==> src/rtl/rmdr_pkg.sv <==
`timescale 1ns / 1ps
`default_nettype none
package rmdr_pkg;

    localparam int VALUE_WIDTH_DEF = 32;
    localparam int NUM_W           = 32;
    localparam int DEN_W           = 31;
    localparam int MAG_W           = 32;
    localparam int QUEUE_DEPTH     = 2;

    typedef enum logic [1:0] {
        ST_OK      = 2'd0,
        ST_DIVZERO = 2'd1,
        ST_RANGE   = 2'd2
    } status_t;

    typedef enum logic [1:0] {
        JOB_NORMAL,
        JOB_DIVZERO,
        JOB_ZERO
    } job_kind_t;

    // cross product operands: num = a*b, den = c*d
    typedef struct packed {
        job_kind_t        kind;
        logic             neg;
        logic [MAG_W-1:0] mul_a;
        logic [MAG_W-1:0] mul_b;
        logic [MAG_W-1:0] mul_c;
        logic [MAG_W-1:0] mul_d;
    } job_t;

    typedef enum logic [2:0] {
        BK_IDLE,
        BK_MUL,
        BK_GCD,
        BK_DIV,
        BK_FIN,
        BK_DONE
    } back_state_t;

endpackage
`default_nettype wire

==> src/rtl/rmdr_queue.sv <==
`timescale 1ns / 1ps
`default_nettype none
module rmdr_queue
    import rmdr_pkg::*;
#(
    parameter int DEPTH = QUEUE_DEPTH
)
(
    input  wire logic clk,
    input  wire logic rst_n,
    input  wire logic push,
    input  job_t      push_data,
    output logic      full,
    input  wire logic pop,
    output job_t      pop_data,
    output logic      empty
);

    localparam int PTR_W = (DEPTH > 1) ? $clog2(DEPTH) : 1;
    localparam int CNT_W = $clog2(DEPTH + 1);

    job_t             mem [DEPTH];
    logic [PTR_W-1:0] wr_ptr_reg;
    logic [PTR_W-1:0] wr_ptr_next;
    logic [PTR_W-1:0] rd_ptr_reg;
    logic [PTR_W-1:0] rd_ptr_next;
    logic [CNT_W-1:0] count_reg;
    logic [CNT_W-1:0] count_next;
    logic             do_push;
    logic             do_pop;

    assign full     = (count_reg == CNT_W'(DEPTH));
    assign empty    = (count_reg == '0);
    assign do_push  = push && !full;
    assign do_pop   = pop && !empty;
    assign pop_data = mem[rd_ptr_reg];

    always_comb
    begin
        wr_ptr_next = wr_ptr_reg;
        rd_ptr_next = rd_ptr_reg;
        count_next  = count_reg;
        if (do_push)
        begin
            wr_ptr_next = (wr_ptr_reg == PTR_W'(DEPTH - 1)) ? '0 : wr_ptr_reg + 1'b1;
        end
        if (do_pop)
        begin
            rd_ptr_next = (rd_ptr_reg == PTR_W'(DEPTH - 1)) ? '0 : rd_ptr_reg + 1'b1;
        end
        if (do_push && !do_pop)
        begin
            count_next = count_reg + 1'b1;
        end
        else if (do_pop && !do_push)
        begin
            count_next = count_reg - 1'b1;
        end
    end

    always_ff @(posedge clk or negedge rst_n)
    begin
        if (!rst_n)
        begin
            wr_ptr_reg <= '0;
            rd_ptr_reg <= '0;
            count_reg  <= '0;
        end
        else
        begin
            wr_ptr_reg <= wr_ptr_next;
            rd_ptr_reg <= rd_ptr_next;
            count_reg  <= count_next;
        end
    end

    always_ff @(posedge clk)
    begin
        if (do_push)
        begin
            mem[wr_ptr_reg] <= push_data;
        end
    end

endmodule
`default_nettype wire

==> config.mk <==
export PLATFORM = sky130hd
export DESIGN_NAME = rmdr_queue
export DESIGN_NICKNAME = d
export VERILOG_FILES = /design/src/rtl/rmdr_pkg.sv /design/src/rtl/rmdr_queue.sv
export SDC_FILE = /design/constraint.sdc
export NUM_CORES = 1
export LEC_CHECK = 0
export BUFFER_PORTS_ARGS = -buffer_cell sky130_fd_sc_hd__buf_2
export CORE_MARGIN = 1.5
export CORE_UTILIZATION = 56
export DETAILED_ROUTE_END_ITERATION = 6
export PLACE_DENSITY = 0.82
export SLEW_MARGIN = 20
export SYNTH_ARGS = -nofsm -noshare
export SYNTH_HDL_FRONTEND = slang
export SYNTH_SLANG_ARGS = --single-unit
==> constraint.sdc <==
create_clock -name clk -period 13.2 [get_ports clk]
set_clock_uncertainty 0.15 [all_clocks]
set_input_delay 0 -clock clk [delete_from_list [all_inputs] [get_ports clk]]
set_output_delay 0 -clock clk [all_outputs]
set_load 0.03 [all_outputs]
-- Word level (Yosys, flattened, before mapping)
Memory sizes are Yosys's and may differ from the RTL's.
Index checks and enable logic that the tools add are counted.
- add/subtract/negate cells: 4
- multipliers: 0
- div/mod/pow operators: 0
- order comparisons: 0
- equal/unequal tests: 1
- shifts and indexed selects: 0
- multiplexer cells: 6
- bitwise logic cells: 0
- reductions and logical operators: 10
- operators by type and width (operator ; number):
    1-bit logical AND ; 4
    1-bit logical NOT ; 4
    1-bit 2-to-1 mux ; 4
    2-bit 2-to-1 mux ; 2
    1-bit adder, second input constant ; 2
    2-bit by 1-bit adder with 2-bit output, second input constant ; 1
    2-bit equality test, second input constant ; 1
    2-bit logical NOT ; 1
    2-bit nonzero test ; 1
    2-bit by 1-bit subtractor with 2-bit output, second input constant ; 1
- flip-flop bits (word level): 4
- bits in latches: 0
- bits in writable memories: 262
- memory bits (read-only): 0
- bits of input ports: 135
- output and inout port bits: 133
- word-level logic and storage cells: 25
- memories kept: 1
- memory list (memory ; words ; bits a word ; read ports ; clocked after memory_dff ; write ports ; line ; source):
    mem ; 2 ; 131 ; 1 ; 0 ; 1 ; rmdr_queue.sv:22 ; job_t mem [DEPTH];

-- Logic depth before layout (Yosys ltp)
- depth in word-level cells: 7
- gate-level depth with buffers: 7
- mapped depth without buffers: 7

-- Least setup slack after synthesis
Ideal clock, no wire load.
- path kind: register to register
- start: register count_reg[0]
- end: memory mem[0][0] (netlist name), enable pin
- library setup time: 0.623 ns
- arrival: 6.087 ns
- data required time: 12.427 ns
- path slack: 6.341 ns
- stages on the path, launching flop included: 4
- path buffers: 0
- period minus slack after synthesis: 6.859 ns
- path through: dfrtp_1 > nand2b_1 > nand2_1 > nor2_1
- longest elaborated chain between the ends: 5
- RTL lines (element ; line ; source):
    start: declaration ; rmdr_queue.sv:27 ; logic [CNT_W-1:0] count_reg;
    start signal: assignment ; rmdr_queue.sv:73 ; count_reg <= count_next;
    2-bit equality test ; rmdr_queue.sv:32 ; assign full = (count_reg == CNT_W'(DEPTH));
    1-bit logical NOT ; rmdr_queue.sv:34 ; assign do_push = push && !full;
    1-bit logical AND ; rmdr_queue.sv:34 ;
    1-bit 2-to-1 mux ; rmdr_queue.sv:79 ; if (do_push)
    1-bit 2-to-1 mux (implied by the code) ; rmdr_queue.sv:81 ; mem[wr_ptr_reg] <= push_data;
    end: declaration ; rmdr_queue.sv:22 ;
No other way between the ends.

==> metrics.csv <==
stage,metric,value,unit
sta,fin_setup_tns,0,ns
sta,holdWs,0.0504,ns
clock_tree,cts.clk_slew.worst_paths,0.06,ns
synthesis,synthTopCellsByArea,"edfxtp_1 (79%), mux2_4 (12%), mux2_2 (5.8%)",
power_and_ir_drop,swShare,35.2,%
min_path,hold_class,in2reg,
setup_path,end_kind,primary output,
sta,max_freq,351,MHz
sta,worstMarginPinSlew,1.04,ns
die,initial_core_util,57.5,%
setup_path,crit_required,13.05,ns
synthesis,synth_area,9980,µm²
placed_design,portBuffers,267,
synthesis,netlist_instances,427,
sta,finalHoldViolations,0,
final_layout,area_growth,37.2,%
clock_tree,cts.sinks,266,
final_layout,nets,984,
die,core_area,17400,µm²
status,status,finished clean,
power_and_ir_drop,ir_worst_vdd,179,µV
clock_tree,cts_setup_buffers,0,
routing,drt-initial-drc-count,290,
clock_tree,cts_resized,0,
die,rows,48,
global_routing,grt_max_degree,78,
routing,num_vias,5596,
synthesis,synth_top_area_share,78.8,%
global_routing,global_route.usage.met2,40.7,%
die,ios,268,
clock_tree,cts_tree,done,
setup_path,path_max_fanout,53,
synthesis,ys_seq_elements,266,
clock_tree,clockBufferDepth,3,
global_routing,grt_use_met1,26.0,%
setup_path,cpPeakStageDelay,0.84,ns
setup_path,arrival,2.70,ns
synthesis,synth_edf_count,262,
routing,first_pass_iters,4,
clock_tree,cts_max_level,1,
setup_path,path_class,reg2out,
clock_tree,cts_buffers,27,
synthesis,synth-async-reset-ratio,1.50,%
routing,drc_errors,0,
power_and_ir_drop,p_per_area,227,nW/µm²
global_routing,met3_usage,4.52,%
synthesis,synth_top_area_cell,edfxtp_1,
routing,routed_via_density,5.12,
synthesis,yosysSeqAreaShare,79.8,%
synthesis,ys_warn_count,0,
routing,drt-total-wl,21100,µm
final_layout,drive_above_1_share,50.9,%
synthesis,syn_area_per_cell,23.4,µm²
synthesis,yosys-top-cells-count,"edfxtp_1 (262), mux2_4 (80), mux2_2 (51)",
global_routing,grt_pass1_vias,5976,
placed_design,gp_congestion,0.775,
die,dieWidth,137,µm
sta,slew_headroom,30.8,%
final_layout,largest_reg_flops,262,
die,die_area,18600,µm²
global_routing,grt_pass1_wl,31200,µm
sta,drv_slew,0,
power_and_ir_drop,comb_power_share,37.7,%
power_and_ir_drop,internal_power,0.00201,W
power_and_ir_drop,power_leakage,5.43,nW
synthesis,syn_nets,563,
global_routing,overflow,0,
setup_path,path_cells,"buf_4, mux2_2, buf_2",
sta,rsz0062_at_grt,no,
global_routing,top_usage_layer,met2,
sta,period_share,21.6,%
global_routing,antenna_found_initial,1,
sta,post-route-min-period,2.85,ns
placed_design,place_hpwl,12100,µm
synthesis,yosysMostFrequentCell,edfxtp_1,
clock_tree,clockRootBuffer,clkbuf_16,
routing,avgRoutedWirePerCell,19.3,µm
setup_path,crit_slowest_cell,buf_4,
power_and_ir_drop,clkPwrFrac,22.7,%
power_and_ir_drop,p_seq_share,39.6,%
setup_path,cp-start-kind,flop,
die,die_height,137,µm
routing,drtAntennaViolNets,0,
sta,finalSetupViolCount,0,
synthesis,ys_types,16,
global_routing,grt.total_usage,22.1,%
synthesis,ys.flop_type,edfxtp_1,
power_and_ir_drop,netSwitchingPower,0.00109,W
job,max_cap_violations,0,
clock_tree,worstSkewPairLatency,0.51,ns
==> routing by layer <==
layer | vias up | wire length (µm)
met1 | 2764 | 7960
met2 | 249 | 11300
met3 | 40 | 1440
met4 | 0 | 393
li1 | 2543 | -
met5 | - | 0
==> cell usage in the layout, fill, tap and decap left out, types with 3 or more instances in the layout <==
| cell type | count |
|---|---|
| dlygate4sd3_1 | 135 |
| clkinv_2 | 3 |
| mux2_2 | 51 |
| xnor2_1 | 3 |
| mux2_4 | 80 |
| buf_2 | 267 |
| dfrtp_1 | 3 |
| clkinv_1 | 6 |
| clkbuf_16 | 27 |
| buf_4 | 5 |
| edfxtp_1 | 262 |
| clkbuf_1 | 6 |
| diode_2 | 3 |
==> kinds of logic (layout without fill, tap and decap cells) <==
group,after synthesis,after routing,synth area share (%)
compound gates,1,1,0.0501
flops,266,266,79.8
buf+inv,17,456,1.49
xor+xnor,5,5,0.439
other cells,0,3,0
simple gates,6,6,0.276
fa+ha+maj,1,1,0.125
mux,131,131,17.8
==> critical path, delay by kind of cell (launching register included) <==
family | cells | cell delay (ns)
flops | 1 | 0.71
mux | 1 | 0.42
buf+inv | 2 | 1.02
==> final cells by class <==
cell class,count,area (µm²)
multi-input combinational,144,1880
timing repair buffer,407,2730
antenna,3,7.51
clock inverter,14,123
clock buffer,33,698
inverter,2,7.51
sequential,266,7970
tap,225,282
fill,868,3670
==> through the flow <==
step | util, % | instance area [µm²] | power (W) | setup WS, ns | instances
2_1_floorplan | - | 9980 | 0.00214 | 6.34 | 427
3_3_place_gp | 66.3 | 11500 | 0.00234 | 10.47 | 909
3_5_place_dp | 66.3 | 11500 | 0.00238 | 10.39 | 909
4_1_cts | 78.8 | 13700 | 0.00311 | 10.33 | 1091
5_1_grt | 78.8 | 13700 | 0.00322 | 10.17 | 1092
6_report | 78.9 | 13700 | 0.00311 | 10.35 | 1094
==> power by group through the flow <==
| stage | registers (W) | logic [W] | clock network (W) |
|---|---|---|---|
| floorplan | 0.00124 | 0.000897 | 0 |
| global placement | 0.00123 | 0.00111 | 0 |
| detailed placement | 0.00124 | 0.00113 | 0 |
| CTS | 0.00123 | 0.00117 | 0.000711 |
| global route | 0.00124 | 0.00123 | 0.000750 |
| finish | 0.00123 | 0.00117 | 0.000706 |
==> path summary, 6_finish.rpt <==
path | cells after the start | from | endpoint | slack [ns]
worst max register to register | 3 | count_reg[0] | mem[1][74] | 10.40
min in group asynchronous | 3 | rst_n | wr_ptr_reg | 0.28
max in group asynchronous | 3 | rst_n | rd_ptr_reg | 12.42
worst max-delay path | 3 | rd_ptr_reg | pop_data[108] | 10.35
worst min-delay path | 2 | push_data[57] | mem[1][57] | 0.05
worst min register to register | 1 | count_reg[1] | count_reg[1] | 0.39
==> repair_timing <==
action	4_1_cts	5_1_grt
endpoints found under the setup margin	0	0
endpoints found under the hold margin	270	0
hold buffers	135	0
Note: power is estimated with default switching activity, not from simulation.
