--- config.mk ---
export PLATFORM = sky130hd
export DESIGN_NAME = rmdr_front_flat
export DESIGN_NICKNAME = d
export VERILOG_FILES = /design/src/rtl/rmdr_pkg.sv /design/src/rtl/rmdr_req_if.sv /design/src/rtl/rmdr_front.sv /design/src/flat_wrapper.sv
export SDC_FILE = /design/constraint.sdc
export NUM_CORES = 1
export LEC_CHECK = 0
export BUFFER_PORTS_ARGS = -buffer_cell sky130_fd_sc_hd__buf_2
export CORE_AREA = 4 4 99 101
export DETAILED_ROUTE_END_ITERATION = 10
export DIE_AREA = 0 0 103 105
export GPL_ROUTABILITY_DRIVEN = 0
export PLACE_DENSITY_LB_ADDON = 0.1
export SLEW_MARGIN = 20
export SYNTH_ARGS = -nofsm -noshare
export SYNTH_HDL_FRONTEND = slang
export SYNTH_SLANG_ARGS = --single-unit
--- constraint.sdc ---
create_clock -name vclk -period 3.52
set_input_delay 0.176 -clock vclk [all_inputs]
set_output_delay 0.176 -clock vclk [all_outputs]
set_load 0.01 [all_outputs]
--- src/rtl/rmdr_pkg.sv ---
`timescale 1ns / 1ps
`default_nettype none
package rmdr_pkg;

    localparam int VALUE_WIDTH_DEF = 32;
    localparam int NUM_W           = 32;
    localparam int DEN_W           = 31;
    localparam int MAG_W           = 32;
    localparam int QUEUE_DEPTH     = 2;

    typedef enum logic [1:0] {
        ST_OK      = 2'd0,
        ST_DIVZERO = 2'd1,
        ST_RANGE   = 2'd2
    } status_t;

    typedef enum logic [1:0] {
        JOB_NORMAL,
        JOB_DIVZERO,
        JOB_ZERO
    } job_kind_t;

    // cross product operands: num = a*b, den = c*d
    typedef struct packed {
        job_kind_t        kind;
        logic             neg;
        logic [MAG_W-1:0] mul_a;
        logic [MAG_W-1:0] mul_b;
        logic [MAG_W-1:0] mul_c;
        logic [MAG_W-1:0] mul_d;
    } job_t;

    typedef enum logic [2:0] {
        BK_IDLE,
        BK_MUL,
        BK_GCD,
        BK_DIV,
        BK_FIN,
        BK_DONE
    } back_state_t;

endpackage
`default_nettype wire

--- src/rtl/rmdr_req_if.sv ---
`timescale 1ns / 1ps
`default_nettype none
interface rmdr_req_if;
    import rmdr_pkg::*;

    logic              valid;
    logic              ready;
    logic              req_type;
    logic signed [31:0] lhs_num;
    logic [30:0]       lhs_den;
    logic signed [31:0] rhs_num;
    logic [30:0]       rhs_den;

    modport source (output valid, output req_type, output lhs_num, output lhs_den,
                    output rhs_num, output rhs_den, input ready);
    modport sink   (input valid, input req_type, input lhs_num, input lhs_den,
                    input rhs_num, input rhs_den, output ready);
endinterface
`default_nettype wire

--- src/rtl/rmdr_front.sv ---
`timescale 1ns / 1ps
`default_nettype none
module rmdr_front
    import rmdr_pkg::*;
#(
    parameter int VALUE_WIDTH = VALUE_WIDTH_DEF
)
(
    rmdr_req_if.sink  req,
    input  wire logic queue_full,
    output logic      queue_push,
    output job_t      job
);

    logic [VALUE_WIDTH-1:0] ln_raw;
    logic [VALUE_WIDTH-1:0] rn_raw;
    logic [VALUE_WIDTH-1:0] ln_mag;
    logic [VALUE_WIDTH-1:0] rn_mag;
    logic [MAG_W-1:0]       ln;
    logic [MAG_W-1:0]       rn;
    logic [MAG_W-1:0]       ld;
    logic [MAG_W-1:0]       rd;
    logic                   divide;

    always_comb
    begin
        ln_raw = req.lhs_num[VALUE_WIDTH-1:0];
        rn_raw = req.rhs_num[VALUE_WIDTH-1:0];
        ln_mag = ln_raw[VALUE_WIDTH-1] ? (~ln_raw + 1'b1) : ln_raw;
        rn_mag = rn_raw[VALUE_WIDTH-1] ? (~rn_raw + 1'b1) : rn_raw;
        ln     = MAG_W'(ln_mag);
        rn     = MAG_W'(rn_mag);
        ld     = MAG_W'(req.lhs_den[VALUE_WIDTH-2:0]);
        rd     = MAG_W'(req.rhs_den[VALUE_WIDTH-2:0]);
        divide = req.req_type;

        job.neg   = ln_raw[VALUE_WIDTH-1] ^ rn_raw[VALUE_WIDTH-1];
        job.mul_a = ln;
        job.mul_b = divide ? rd : rn;
        job.mul_c = ld;
        job.mul_d = divide ? rn : rd;

        priority if (divide && (rn == '0))
        begin
            job.kind = JOB_DIVZERO;
        end
        else if ((job.mul_c == '0) || (job.mul_d == '0))
        begin
            job.kind = JOB_DIVZERO;
        end
        else if ((job.mul_a == '0) || (job.mul_b == '0))
        begin
            job.kind = JOB_ZERO;
        end
        else
        begin
            job.kind = JOB_NORMAL;
        end
    end

    assign req.ready  = !queue_full;
    assign queue_push = req.valid && !queue_full;

endmodule
`default_nettype wire

--- src/flat_wrapper.sv ---
// flat-port wrapper written by rule: the top's interface ports become plain ports
module rmdr_front_flat import rmdr_pkg::*;
#(
    parameter int VALUE_WIDTH = VALUE_WIDTH_DEF
)
  (queue_full, queue_push, job, req_valid, req_req_type, req_lhs_num, req_lhs_den, req_rhs_num, req_rhs_den, req_ready);
  rmdr_req_if req_i ();
  input  wire logic queue_full;
  output logic queue_push;
  output job_t job;
  input wire logic [$bits(req_i.valid)-1:0] req_valid;
  input wire logic [$bits(req_i.req_type)-1:0] req_req_type;
  input wire logic [$bits(req_i.lhs_num)-1:0] req_lhs_num;
  input wire logic [$bits(req_i.lhs_den)-1:0] req_lhs_den;
  input wire logic [$bits(req_i.rhs_num)-1:0] req_rhs_num;
  input wire logic [$bits(req_i.rhs_den)-1:0] req_rhs_den;
  output wire logic [$bits(req_i.ready)-1:0] req_ready;
  assign req_i.valid = req_valid;
  assign req_i.req_type = req_req_type;
  assign req_i.lhs_num = req_lhs_num;
  assign req_i.lhs_den = req_lhs_den;
  assign req_i.rhs_num = req_rhs_num;
  assign req_i.rhs_den = req_rhs_den;
  assign req_ready = req_i.ready;
  rmdr_front #(.VALUE_WIDTH(VALUE_WIDTH)) u_core (.req(req_i), .queue_full(queue_full), .queue_push(queue_push), .job(job));
endmodule
======== After elaboration in Yosys (flattened, before gate mapping) ========
Cells that the tools add are included.
storage, ports and cells
  bits in registers ....................... 0
  output and inout port bits .............. 133
cells by class
  $add $sub $neg .......................... 2
  mux-type cells .......................... 7
  bitwise operators ....................... 3
  reductions and logical operators ........ 10
operator list
  operator                                        count
  zero test 32 bit                                4
  2-to-1 mux 32 bit                               4
  adder 32 x 1 -> 32 bit (second input constant)  2
  NOT 32 bit                                      2
  zero test 31 bit                                1
  2-to-1 mux 2 bit                                3
  logical AND 1 bit                               2
  logical OR 1 bit                                2
  zero test 1 bit                                 1
  XOR 1 bit                                       1

======== Longest topological paths before layout ========
  word-level depth ........................ 9
  mapped depth ............................ 12

======== Least setup slack after synthesis ========
OpenSTA, ideal clock, no wires.
  kind .................................... input-to-output
  start ................................... input port req_rhs_num[12]
  end ..................................... output port job[130] (netlist bit)
  arrival time ............................ 2693 ps
  slack ................................... 651 ps
  stages .................................. 10
  path buffers ............................ 1
  cell sequence ........................... buf_2 > or4_1 > or3_1 > nor3_1 > or3_1 > a31oi_1 > nor4_1 > nand4_1 > a211o_1 > a221oi_2
RTL lines
  element          RTL line            source
  start, declared  flat_wrapper.sv:15  input wire logic [$bits(req_i.rhs_num)-1:0] req_rhs_num;
  end, declared    flat_wrapper.sv:10  output job_t job;

==> out/results.txt <==
cell seen most often among critical-path stages: sky130_fd_sc_hd__buf_2
wire length after detailed routing: 14,900 um
cell types occupying the most area after synthesis: sky130_fd_sc_hd__xnor2_1 (11%), sky130_fd_sc_hd__mux2_2 (9.3%), sky130_fd_sc_hd__buf_4 (7.3%), sky130_fd_sc_hd__nor2_1 (6.1%), sky130_fd_sc_hd__nor4_1 (5.5%)
effective utilization at floorplan: 38.9%
FFs & Latches: 0
slew of the pin with the lowest slew margin: 0.577 ns
number of I/O pins: 262
y dimension of the die: 105 um
Worst Setup Start Kind: input port
library cell with the highest instance count after synthesis: sky130_fd_sc_hd__nor2_1
static power due to leakage: 2.06 nW
total grt overflow: 0
antenna violations before repair: 1
via count of the first global-routing pass: 4,595
largest fanout on the critical path: 8
core region area: 0.00902 mm^2
post-synthesis cell type with the largest combined area: sky130_fd_sc_hd__xnor2_1
Die Footprint: 0.0108 mm^2
CP endpoint kind: output pin
post-synth cell types: 70
Post-Route Setup TNS: 0 ns
kind of path behind the tightest hold check: input port to output pin
Mapped Nets: 658
wire length of the first global-routing pass: 22,500 um
most frequent cells after synthesis: sky130_fd_sc_hd__nor2_1 (57), sky130_fd_sc_hd__xnor2_1 (45), sky130_fd_sc_hd__a21oi_1 (35)
DR pass1 iterations: 5
Total Power: 0.674 mW
DRC marker count from the first detailed-route iteration: 286
remaining max-slew budget at the tightest pin: 61.5%
power per cell area: 143 mW/mm^2
GRT met1 Usage: 31.3%
delay of the slowest critical-path stage: 0.52 ns
detail-routed net length per standard cell: 17.6 um
run status: finished clean
count of final hold-check violations: 0
HPWL after DPL: 12,700 um
placed standard-cell area: 0.00466 mm^2
Max Clk Rate: 0.300 GHz
critical setup path kind: input port to output pin
maximum resistive drop on vdd: 0.0978 mV
MaxCap Viol Count: 0
Worst Path Arrival: 3.16 ns
post-synthesis instance total: 527
Final Slew Violations: 0
pin count of the biggest net entering global routing: 34
post-synthesis instance area: 0.00351 mm^2
Residual DRC: 0
met3 usage in global routing: 2.34%
number of clock-tree buffers in the layout: 0
post-detailed-route via-to-cell ratio: 5.78
GRT met2 Usage: 45.8%
number of placement rows: 35
Synth warnings: 0
Finished Cell Area: 0.00472 mm^2
area added between synthesis and finish: 34.7%
register area: 0 um^2
share of layout cells above drive strength 1: 46.0%
horizontal die dimension: 103 um
net total in the final layout: 868
average size of a mapped cell: 6.65 um^2
proportion of synthesized chip area in sequential cells: 0%
number of buffers inserted by port buffering: 261
layer with the highest usage after global routing: met2
minimum period implied by the final worst setup slack: 3.34 ns
via count: 4,895
unrepaired setup endpoints after global routing: false
number of antenna-violating nets in the routed design: 0
area share of the largest cell type after synthesis: 11.2%
GR Util All Layers: 25.1%
post-route fraction of the period consumed by the critical path: 94.7%
required time at the worst-slack endpoint: 3.34 ns
final setup violation count: 0
ordered list of cells on the worst path: buf_2 > inv_1 > ha_2 > or4b_4 > o21ai_1 > xnor2_1 > or3_1 > a211oi_1 > and4b_1 > nand4_1 > a211o_1 > a221oi_2 > buf_2
Slowest cell on crit path: sky130_fd_sc_hd__or4b_4
## placed cells by master (no fill, tap or decap), types with 3 or more instances in the layout
cell,instances
sky130_fd_sc_hd__o41ai_1,4
sky130_fd_sc_hd__inv_1,14
sky130_fd_sc_hd__xnor2_1,45
sky130_fd_sc_hd__a31oi_1,6
sky130_fd_sc_hd__buf_2,261
sky130_fd_sc_hd__nand2_1,26
sky130_fd_sc_hd__mux2_2,29
sky130_fd_sc_hd__xor2_1,15
sky130_fd_sc_hd__nand2b_1,7
sky130_fd_sc_hd__or2_2,4
sky130_fd_sc_hd__o21a_1,3
sky130_fd_sc_hd__nor3_1,22
sky130_fd_sc_hd__nand3_1,8
sky130_fd_sc_hd__nand4_1,12
sky130_fd_sc_hd__nor2_1,57
sky130_fd_sc_hd__o21ai_0,25
sky130_fd_sc_hd__nor4_2,3
sky130_fd_sc_hd__o41ai_2,3
sky130_fd_sc_hd__or3_1,17
sky130_fd_sc_hd__o31ai_1,14
sky130_fd_sc_hd__nor2b_1,4
sky130_fd_sc_hd__mux2i_1,5
sky130_fd_sc_hd__o21ai_1,3
sky130_fd_sc_hd__buf_4,17
sky130_fd_sc_hd__a21oi_1,35
sky130_fd_sc_hd__or4_1,8
sky130_fd_sc_hd__nor4_1,30
sky130_fd_sc_hd__a41oi_1,3
## report_power, final
group	internal, mW	switching, mW
logic	0.281	0.393
registers	0	0
clock network	0.0000000380	0
## critical path, delay by kind of cell
| kind | cells | cell delay [ns] |
|---|---|---|
| xor+xnor | 1 | 0.12 |
| fa+ha+maj | 1 | 0.23 |
| simple gates | 4 | 1.27 |
| compound gates | 4 | 0.95 |
| buf+inv | 3 | 0.41 |
## metrics by stage
step | hold WS, ns | util, % | cells | worst slack [ns]
final | 0.551 | 52.4 | 847 | 0.185
after global routing | 0.557 | 52.4 | 847 | 0.00566
after CTS | 0.553 | 51.7 | 845 | 0.0942
after detailed placement | 0.552 | 51.7 | 845 | 0.115
after global placement | 0.552 | 51.7 | 845 | 0.183
after floorplan | 0.396 | - | 527 | 0.651
## final timing paths
path,start,slack [ns],cells past startpoint,endpoint
max,req_rhs_num[0],0.18,13,job[130]
min,req_lhs_den[23],0.55,2,job[55]
## cell families after synthesis
group	after synthesis	synth area share [%]
AOI/OAI and AO/OA	121	24.4
muxes	34	10.7
buffers and inverters	85	13.2
xor gates and xnor gates	61	15.2
other	1	0.107
adders and majority gates	2	0.713
and+or+nand+nor	223	35.6
## per-layer routing
| layer | vias up | wire (um) |
|---|---|---|
| li1 | 2354 | - |
| met5 | - | 0 |
| met2 | 268 | 7460 |
| met1 | 2245 | 5740 |
| met3 | 28 | 1390 |
| met4 | 0 | 317 |
## repair_timing
item	in CTS	in global routing
hold endpoints to repair	0	0
endpoints found under the setup margin	0	2
gates resized for setup	0	8
hold buffers	0	0
buffers inserted	0	1
## layout make-up
class | count | area, um^2
tap | 111 | 139
fill | 931 | 4300
multi-input combinational | 442 | 3090
antenna | 1 | 2.50
timing repair buffer | 278 | 1430
inverter | 15 | 56.3
No activity file was read; power rests on OpenSTA's default activity.
